[config.mk]
export PLATFORM = sky130hd
export DESIGN_NAME = qmvn_ram
export DESIGN_NICKNAME = d
export VERILOG_FILES = /design/src/hdl/qmvn_ram.sv
export SDC_FILE = /design/constraint.sdc
export NUM_CORES = 1
export LEC_CHECK = 0
export BUFFER_PORTS_ARGS = -buffer_cell sky130_fd_sc_hd__buf_4
export CORE_MARGIN = 2
export CORE_UTILIZATION = 63
export CTS_BUF_LIST = sky130_fd_sc_hd__clkbuf_8
export DETAILED_ROUTE_END_ITERATION = 8
export HOLD_SLACK_MARGIN = 0.02
export PLACE_DENSITY = 0.9
export REMOVE_ABC_BUFFERS = 1
export SYNTH_ARGS = -nofsm -noshare
export SYNTH_HDL_FRONTEND = slang
export SYNTH_SLANG_ARGS = --single-unit
[constraint.sdc]
create_clock -name clock -period 5.6 [get_ports clock]
set_input_delay 1.12 -clock clock [delete_from_list [all_inputs] [get_ports clock]]
set_output_delay 1.12 -clock clock [all_outputs]
set_load 0.05 [all_outputs]
[src/hdl/qmvn_ram.sv]
// ----------------------------------------------------------------------------
// qmvn_ram
// Generic single-port RAM with registered read.
// ----------------------------------------------------------------------------
module qmvn_ram #(
   parameter int WIDTH = 8,
   parameter int DEPTH = 16
) (
   input  logic                     clock,
   input  logic                     we,
   input  logic [$clog2(DEPTH)-1:0] addr,
   input  logic [WIDTH-1:0]         wdata,
   output logic [WIDTH-1:0]         rdata
);

   logic [WIDTH-1:0] mem_ff [DEPTH];
   logic [WIDTH-1:0] rdata_ff;

   always_ff @(posedge clock) begin
      if (we) begin
         mem_ff[addr] <= wdata;
      end
      rdata_ff <= mem_ff[addr];
   end

   assign rdata = rdata_ff;

endmodule

# After elaboration in Yosys (flattened, before gate mapping)
# Memory sizes are Yosys's and may differ from the RTL's. A register that Yosys moved wholly into a read port is not among the register bits.
# Index checks and enable logic that the tools add are counted.
[op_classes]
div_mod_pow = 0
order_cmp = 0
n_mux = 2
n_mul = 0
n_addsub = 0
bitwise = 0
shift = 0
n_eq_ne = 0
reduce_logical = 0
[ops]
columns = ["cell", "n"]
rows = [
  ["2-to-1 mux 1 bit", 2],
]
[totals]
ram_bits = 128
rom_bits = 0
register_bits = 0
output_inout_bits = 8
memories = 1
latch_bits = 0
[memory_table]
columns = ["name", "words", "width", "rd", "rd_clocked_by_memory_dff", "wr", "line", "rtl"]
rows = [
  ["mem_ff", 16, 8, 1, 1, 1, "16", "logic [WIDTH-1:0] mem_ff [DEPTH];"],
]

# Depth between registers and ports, before layout
# Gate-level depths: netlist (run 1).
[logic_depth]
ltp_word = 2
mapped_depth = 5
ltp_nobuf = 3

# Worst setup path before layout (run 1)
# OpenSTA, ideal clock, no wires.
[synth_path]
path_type = "in2reg"
startpoint = "input port addr[2]"
endpoint = "memory mem_ff[0][0], enable pin"
required_time_ps = 5217
n_path_buf = 0
arrival_time_ps = 2230
stages = 2
setup_time_ps = 383
path_slack_ps = 2987
cell_sequence = "or3b_2 > nor3_1"
[synth_lines]
columns = ["item", "line", "rtl"]
rows = [
  ["start: declaration", "11", "input logic [$clog2(DEPTH)-1:0] addr,"],
  ["end: declaration", "16", ""],
]
# Straight into the memory's write port.

# Final worst setup path (run 1)
[layout_path]
startpoint = "input port addr[2]"
endpoint = "memory mem_ff[0][4], enable pin"
# Straight into the memory's write port.

==> results of run 1 <==
[critical path: stages]
cell and delay (ns):
buf_4 0.14, or3b_2 0.52, nor3_1 0.86
[metrics by stage]
stage | cell area [um^2] | setup slack (ns) | hold WS, ns | power, mW | instances
global route | 5649 | 2.846 | 0.7285 | 2.051 | 374
finish | 5649 | 3.000 | 0.6925 | 1.993 | 374
floorplan | 5007 | 2.987 | 0.6349 | 1.235 | 219
CTS | 5649 | 3.007 | 0.6918 | 2.004 | 374
global placement | 5293 | 2.643 | 0.6711 | 1.291 | 342
detailed placement | 5293 | 2.560 | 0.6752 | 1.296 | 342
[layer usage]
metal  vias up  track usage  part of all wire
li1       1020            -                 -
met4         0      0.08696             0.014
met5         -            0                 0
met3        10      0.06742             0.098
met2       146       0.3452              0.51
met1      1224       0.3460              0.38
[state kept, by name (all words and copies together) (netlist names)]
name,cells
mem_ff,128
rdata,8
[logic make-up after synthesis]
logic type,count (synthesis),share of synthesized area
AND/OR/NAND/NOR,35,0.03210
buffers and inverters,11,0.01185
AO/OA/AOI/OAI,16,0.02370
flip-flops,136,0.7901
multiplexers,32,0.1422
[cells in the final DEF, fill, tap and decap left out]
cell       synthesis  routed
a22oi_1           16      16
and2_1             1       1
buf_4              0      21
bufinv_16          0       2
clkbuf_8           0      17
clkinv_2           0       7
clkinv_4           0       1
dfxtp_1            8       8
edfxtp_1         128     128
inv_1              0       5
mux4_2            32      32
nand2_1            9       9
nand2b_1           2       2
nand3_1            1       1
nand3b_1           2       2
nor2_1            13      13
nor2b_1            2       2
nor3_1             4       4
or3b_2             1       1
[path summary, 6_finish.rpt]
kind,startpoint,to,slack [ns],depth (start not counted)
max reg2reg,mem_ff[11][6],rdata[6],4.15,3
min,mem_ff[11][0],rdata[0],0.69,3
max,addr[2],mem_ff[0][4],3.00,3
min reg2reg,mem_ff[11][0],rdata[0],0.69,3
[layout make-up]
cell class / count / area, um^2 / share of cell area
flip-flops and latches: 136 / 4004 / 0.7087
multi-input cells: 83 / 1003 / 0.1776
clock buffers: 17 / 234.0 / 0.04142
repair buffers: 21 / 157.7 / 0.02791
well taps: 102 / 127.6 / 0.02259
clock inverters: 15 / 122.6 / 0.02171
[power groups by stage]
stage | sequential [mW] | combinational [mW] | clock [mW]
floorplan | 1.19 | 0.0468 | 0
global route | 1.15 | 0.139 | 0.767
detailed placement | 1.17 | 0.130 | 0
global placement | 1.16 | 0.127 | 0
finish | 1.14 | 0.131 | 0.718
CTS | 1.14 | 0.131 | 0.728
==> metrics, run 1 <==
wire length of the first global-routing pass 13,970 um; Detailed Route WL 9296 um; standard-cell rows 32; Sw Pwr 0.4266 mW; EDFF count, synth 128; share of total power consumed by net switching 0.2141; via count 2,400; Seq cells post-synth 136; unrepaired setup endpoints after global routing no; area share of the largest cell type after synthesis 0.7585; Data required, critical path 5.64 ns; sequential fraction of design power 0.574; Inserted Diodes 0; antenna violations before repair 0; clock latency on the worst-skew pair 0.42 ns; cell accounting for the most synthesized area edfxtp_1; average vias per placed instance 6.417; path class of the lowest-slack min-delay path reg2reg; clock network fraction of total power 0.360; leakage power total 1.842 nW; Final GP Congestion 0.7431; die boundary width 93.69 um; post-route fraction of the period consumed by the critical path 0.4643; Num CTS Buffers 17; startpoint kind of the worst setup timing path primary input; All-Layer GR Usage 0.2352; Layout Area Growth over Synthesis 11.48%; gr ovfl total 0; filler cell count 437; die outline height 93.69 um; cells taking the most area after synthesis edfxtp_1 76%, mux4_2 14%, dfxtp_1 3.2%; number of pins with negative max-slew slack in the final report 0; worst rel slew slack 0.1913; most frequently used cell type in the post-synthesis netlist edfxtp_1; netlist area before placement 5067 um^2; clk sink count 136; 1st-iter DRT viols 393; TritonCTS clock tree done; Post-Route Utilization 0.7273; Comb pwr share 0.066; slew at the pin closest to its max-slew limit 1.204 ns; level count of the clock H-tree 4; share of async-settable or async-resettable flops after synthesis 0; Power Internal 1.566 mW; number of hold violations in the final report 0; Synth cell types 18; Root Buffer clkbuf_8; critical-path maximum fanout 8; Synth Flop Type edfxtp_1; placed wire-length estimate after detailed placement 5515 um; maximum capacitance violations 0; top-level port count 22; first-pass iteration count of the detailed router 5; Die Footprint 8777 um^2; number of endpoints failing setup at the final stage 0; WL per Instance 24.86 um; Worst IR Drop VDD 0.2135 mV; initial core utilization 0.6524; Worst-path clk slew 0.07 ns; run status finished, final reports clean; Post-synth top cells 128 x edfxtp_1, 32 x mux4_2, 16 x a22oi_1; count of buffers inserted at the top-level ports 21; fin crit period 2.600 ns; proportion of synthesized chip area in sequential cells 0.7901; synthesized area per cell 22.03 um^2; number of hold buffers added after CTS 0; timing-limited maximum frequency 384.6 MHz; number of buffers inserted by post-CTS setup repair 0; cell count after synthesis 230; Post-DRT Antenna Nets 0; largest net degree at the start of global routing 40; Core Footprint 7767 um^2; count of instances resized after the clock tree is built 0; Final nets 273; Post-route DRC 0; sum of negative setup slack 0 ns; kind of critical path in2reg; buffers from clock root to sink, at most 2; data arrival time of the critical path 2.64 ns; warning count from the yosys run 0; Worst setup EP type flop; Clock Skew 0.009942 ns; vias in the first global route 2,360; power per cell area 352.7 nW/um^2; share of post-route cells with drive strength above 1 0.2978
Note: power is estimated with default switching activity, not from simulation.
==> run 2, diff against run 1 <==
Settings changed: ABC_AREA set to 1, CORE_UTILIZATION 63 to 57, PLACE_DENSITY 0.9 to 0.86.
Clock period 5.6 ns to 2.2 ns, I/O delays scaled along.
==> run 2 against run 1 <==
Effect of this change: largest cell class unchanged; hold slack lost 0.33 ns; design area grew 13%; highest routed layer unchanged; critical path type unchanged; total power rose to 2.8 times the previous value.
==> metrics, run 2 <==
die outline height 103.1 um (+10%); Synth Flop Type edfxtp_1; number of pins with negative max-slew slack in the final report 0 (unchanged); slew at the pin closest to its max-slew limit 0.6056 ns (-0.5981 ns); unrepaired setup endpoints after global routing no; average vias per placed instance 5.307 (-17%); initial core utilization 0.5802 (-0.07217); share of post-route cells with drive strength above 1 0.1196 (-0.1782); 1st-iter DRT viols 493 (+25%); Detailed Route WL 12,370 um (+33%); Inserted Diodes 0 (unchanged); Biggest register mem_ff; cell count after synthesis 548 (+140%); die boundary width 103.1 um (+10%); number of hold buffers added after CTS 0 (unchanged); timing-limited maximum frequency 660.7 MHz; EDFF count, synth 128 (unchanged); share of async-settable or async-resettable flops after synthesis 0 (unchanged); critical-path maximum fanout 33 (+25); leakage power total 2.768 nW (+50%); TritonCTS clock tree done; run status finished, final reports clean; Final nets 603 (+120%); number of buffers inserted by post-CTS setup repair 0 (unchanged); Num CTS Buffers 17 (unchanged); count of instances resized after the clock tree is built 0 (unchanged); Final GP Congestion 0.8438 (+14%); Worst setup endpoint mem_ff[0][6]; Worst setup EP type flop; Post-route DRC 0 (unchanged); largest net degree at the start of global routing 41 (+2.5%); count of buffers inserted at the top-level ports 21 (unchanged); maximum capacitance violations 0 (unchanged); post-route fraction of the period consumed by the critical path 0.6880; Synth cell types 11 (-7); startpoint kind of the worst setup timing path primary input; filler cell count 672 (+54%); first-pass iteration count of the detailed router 5 (unchanged); standard-cell rows 36 (+13%); power per cell area 857.6 nW/um^2 (+140%); Root Buffer clkbuf_8; kind of critical path in2reg; via count 3,901 (+63%); Data required, critical path 2.34 ns (-3.30 ns); buffers from clock root to sink, at most 2 (unchanged); Clock Skew 0.006442 ns (-0.003500 ns); cells taking the most area after synthesis edfxtp_1 69%, nand2_1 23%, dfxtp_1 2.9%; Layout Area Growth over Synthesis 14.38%; worst-case reg-to-reg path depth 8 (+5); FF-to-FF setup slack 1.11 ns (-3.04 ns); fin crit period 1.514 ns; CP Launch Point addr[1]; All-Layer GR Usage 0.2615 (+0.02634); Worst IR Drop VDD 0.5802 mV (+170%); WL per Instance 16.82 um (-32%); antenna violations before repair 0 (unchanged); placed wire-length estimate after detailed placement 7591 um (+38%); flip-flop count of the largest register, all copies and words added 128 (unchanged); netlist area before placement 5593 um^2 (+10%); Post-synth top cells 346 x nand2_1, 128 x edfxtp_1, 21 x inv_1; Reg2Reg Capture Point rdata[3]; gr ovfl total 0 (unchanged); clk sink count 136 (unchanged); reg-to-reg critical path startpoint mem_ff[12][3]; most frequent cells in the layout 346 x nand2_1, 128 x edfxtp_1, 42 x buf_4; level count of the clock H-tree 4 (unchanged); sum of negative setup slack 0 ns (unchanged); Die Footprint 10,620 um^2 (+21%); Core Footprint 9639 um^2 (+24%); most frequently used cell type in the post-synthesis netlist nand2_1; cell accounting for the most synthesized area edfxtp_1; wire length of the first global-routing pass 19,780 um (+42%); top-level port count 22 (unchanged); Seq cells post-synth 136 (unchanged); vias in the first global route 3,921 (+66%); warning count from the yosys run 0 (unchanged); proportion of synthesized chip area in sequential cells 0.7159 (-0.07424); Post-DRT Antenna Nets 0 (unchanged); path class of the lowest-slack min-delay path in2reg; data arrival time of the critical path 1.66 ns (-0.98 ns); number of hold violations in the final report 0 (unchanged); Post-Route Utilization 0.6637 (-0.06361); synthesized area per cell 10.21 um^2 (-54%); clock latency on the worst-skew pair 0.44 ns (+0.02 ns); worst rel slew slack 0.5948 (+0.4034); commonest non-fill, non-tap cell in the layout nand2_1; Worst-path clk slew 0.08 ns (about the same); area share of the largest cell type after synthesis 0.6872 (-0.07127); number of endpoints failing setup at the final stage 0 (unchanged)
run 2: cell types whose count changed in the layout (fill, tap and decap cells not counted), moves of 5 or more:
cell | before | now
nand2_1 | 9 | 346
mux4_2 | 32 | 0
buf_4 | 21 | 42
inv_1 | 5 | 22
a22oi_1 | 16 | 0
clkinv_2 | 7 | 2
nor2_1 | 13 | 18
run 2: worst min path at each step:
stage	slack (ns)	cells after the start	end	start
final	0.36	1	mem_ff[12][4]	wdata[4]
after global routing	0.35	1	mem_ff[14][0]	wdata[0]
after CTS	0.34	1	mem_ff[14][0]	wdata[0]
after detailed placement	0.72	8	rdata[1]	mem_ff[14][1]
after global placement	0.71	8	rdata[0]	mem_ff[10][0]
after floorplan	0.54	0	mem_ff[0][0]	wdata[0]
run 2: kinds of logic (layout without fill, tap and decap cells):
family | Yosys count | count (layout) | synth area share
DFF | 136 | 136 | 0.7159
buffers and inverters | 44 | 98 | 0.03624
and+or+nand+nor | 368 | 368 | 0.2479
run 2: critical path: stages:
cell and delay [ns]:
buf_4 0.18, clkinv_1 0.07, buf_4 0.32, nand3_1 0.25, nor2_1 0.17, buf_4 0.19
run 2: final cells by class:
| class | count | area (um^2) | share of cell area |
|---|---|---|---|
| sequential | 136 | 4004 | 0.6259 |
| clock buffer | 17 | 234.0 | 0.03657 |
| timing repair buffer | 43 | 335.3 | 0.05242 |
| tap | 133 | 166.4 | 0.02601 |
| clock inverter | 15 | 185.2 | 0.02895 |
| inverter | 23 | 86.33 | 0.01350 |
| multi-input combinational | 368 | 1386 | 0.2167 |
run 2: metal layers:
metal,vias up,GRT usage,routed length [um]
met5,-,0,0
met3,54,0.07797,1091
li1,1830,-,-
met4,0,0.1255,499
met2,250,0.4246,6052
met1,1767,0.3237,4721
run 2: power breakdown:
part | switching (mW) | internal [mW] | total [mW]
clock network | 0.928 | 1.22 | 2.14
logic | 0.315 | 0.118 | 0.432
registers | 0.0172 | 2.89 | 2.91
run 2: per-stage QoR:
step / std cells / area (um^2) / worst slack [ns] / hold slack, ns / power [mW]
after floorplan: 527 / 5477 / 0.1952 / 0.5389 / 3.192
after global placement: 703 / 5978 / 0.2998 / 0.7101 / 3.376
after detailed placement: 703 / 5978 / 0.3016 / 0.7221 / 3.390
after CTS: 735 / 6397 / 0.7653 / 0.3363 / 5.513
after global routing: 735 / 6397 / 0.6490 / 0.3541 / 5.666
final: 735 / 6397 / 0.6865 / 0.3594 / 5.486
==> run 3, diff against run 2 <==
Clock period 2.2 ns to 1.26 ns, I/O delays scaled along.
==> run 3 against run 2 <==
Effect of this change: design area is 0.45% higher; cell count is 1.2% higher; clock power is 61% higher; non-clock buffer count is 9 higher; critical path type is now reg2out; highest routed layer unchanged.
==> metrics, run 3 (synthesis results as in run 2) <==
reg-to-reg critical path startpoint mem_ff[13][3]; clk sink count 136 (unchanged); leakage power total 2.791 nW (+0.84%); startpoint of the worst hold path wdata[2]; unrepaired setup endpoints after global routing no; first-pass iteration count of the detailed router 5 (unchanged); worst rel slew slack 0.7955 (+0.2007); Root Buffer clkbuf_8; gr ovfl total 0 (unchanged); Biggest register mem_ff; Final GP Congestion 0.8549 (+1.3%); top-level port count 22 (unchanged); Num CTS Buffers 17 (unchanged); commonest non-fill, non-tap cell in the layout nand2_1; Worst-path clk slew 0.08 ns (about the same); data arrival time of the critical path 0.95 ns (-0.71 ns); Layout Area Growth over Synthesis 14.90%; Inserted Diodes 0 (unchanged); cell family with most CP delay flip-flops; level count of the clock H-tree 4 (unchanged); run status finished, final reports clean; power per cell area 1446 nW/um^2 (+69%); worst-path cell chain buf_4; standard-cell rows 36 (unchanged); Detailed Route WL 12,000 um (-3.0%); most frequent cells in the layout 346 x nand2_1, 128 x edfxtp_1, 51 x buf_4; Die Footprint 10,620 um^2 (unchanged); die outline height 103.1 um (unchanged); wire length of the first global-routing pass 18,630 um (-5.8%); Worst setup EP type output pin; Post-route DRC 0 (unchanged); Core Footprint 9639 um^2 (unchanged); average vias per placed instance 5.222 (-1.6%); TritonCTS clock tree done; Clock Skew 0.009160 ns (+0.002718 ns); Data required, critical path 1.01 ns (-1.33 ns); final-layout worst hold slack 0.1626 ns (-0.1968 ns); Post-DRT Antenna Nets 0 (unchanged); WL per Instance 16.13 um (-4.1%); stage delay of the slowest cell on the critical path 0.32 ns (about the same); path class of the lowest-slack min-delay path in2reg; worst path bufs/invs 1 (-3); antenna violations before repair 0 (unchanged); area of the multi-input gates 1386 um^2 (unchanged); kind of critical path reg2out; number of hold violations in the final report 0 (unchanged); sum of negative setup slack 0 ns (unchanged); slew at the pin closest to its max-slew limit 0.3067 ns (-0.2989 ns); share of post-route cells with drive strength above 1 0.1408 (+0.02115); largest net degree at the start of global routing 29 (-29%); filler cell count 691 (+2.8%); timing-limited maximum frequency 834.0 MHz; CP Launch Point rdata[5]; number of pins with negative max-slew slack in the final report 0 (unchanged); initial core utilization 0.5802 (unchanged); startpoint kind of the worst setup timing path flop; via count 3,885 (-0.41%); 1st-iter DRT viols 444 (-9.9%); number of endpoints failing setup at the final stage 0 (unchanged); vias in the first global route 3,715 (-5.3%); register cell area after layout 4005 um^2 (about the same); count of buffers inserted at the top-level ports 21 (unchanged); fin crit period 1.199 ns; All-Layer GR Usage 0.2483 (-0.01321); post-route fraction of the period consumed by the critical path 0.9516; placed wire-length estimate after detailed placement 7523 um (-0.90%); clock latency on the worst-skew pair 0.44 ns (about the same); Final nets 612 (+1.5%); flip-flop count of the largest register, all copies and words added 128 (unchanged); buffers from clock root to sink, at most 2 (unchanged); Worst IR Drop VDD 1.413 mV (+140%); die boundary width 103.1 um (unchanged); maximum capacitance violations 0 (unchanged); critical-path maximum fanout 1 (-97%); slowest cell on the critical path dfxtp_1; number of buffers inserted by post-CTS setup repair 0 (unchanged)
run 3: changes by cell type in the layout (fill, tap and decap cells not counted), sizes merged:
cell,change
inv,+1
bufinv,-2
clkinvlp,+1
buf,+9
run 3: worst paths after layout:
check,endpoint,cells past startpoint,slack (ns)
min reg2reg,rdata[2],8,0.69
max,rdata[5],1,0.06
min,mem_ff[12][2],1,0.16
max reg2reg,rdata[3],8,0.19
run 3: worst reg2reg max path, delay by kind of cell, from the launching register on:
family / cells / cell delay (ns)
flops: 1 / 0.37
simple gates: 7 / 0.55
buf+inv: 1 / 0.05
run 3: metal layers:
layer	track usage	wire length, um	vias up
met5	0	0	-
met4	0.1184	370	0
met3	0.06373	1130	35
met2	0.4051	5955	203
met1	0.3128	4544	1798
li1	-	-	1849
run 3: through the flow:
step                total power, mW    util  setup WS [ns]  instance area, um^2  instances
floorplan                     5.572       -        -0.5568                 5477        527
global placement              5.903  0.6259       -0.08958                 6033        712
detailed placement            5.926  0.6259        -0.1546                 6033        712
CTS                           9.319  0.6665        0.01106                 6425        744
global route                  9.593  0.6667       0.004104                 6426        744
finish                        9.293  0.6667        0.06096                 6426        744
run 3: power breakdown:
| group | switching (mW) | internal [mW] |
|---|---|---|
| sequential | 0.0291 | 5.05 |
| combinational | 0.545 | 0.221 |
| clock | 1.69 | 1.76 |
run 3: layout make-up:
cell class | instances | share of cell area
Inverter | 23 | 0.01343
Timing Repair Buffer | 52 | 0.06133
Clock inverter | 15 | 0.02395
Clock buffer | 17 | 0.03641
Multi-Input combinational cell | 368 | 0.2157
Tap cell | 133 | 0.02590
Sequential cell | 136 | 0.6232
run 3: repair_timing:
action,in CTS,in global routing
hold buffers,0,0
gates cloned,0,0
endpoints found under the setup margin,1,1
gates resized for setup,1,1
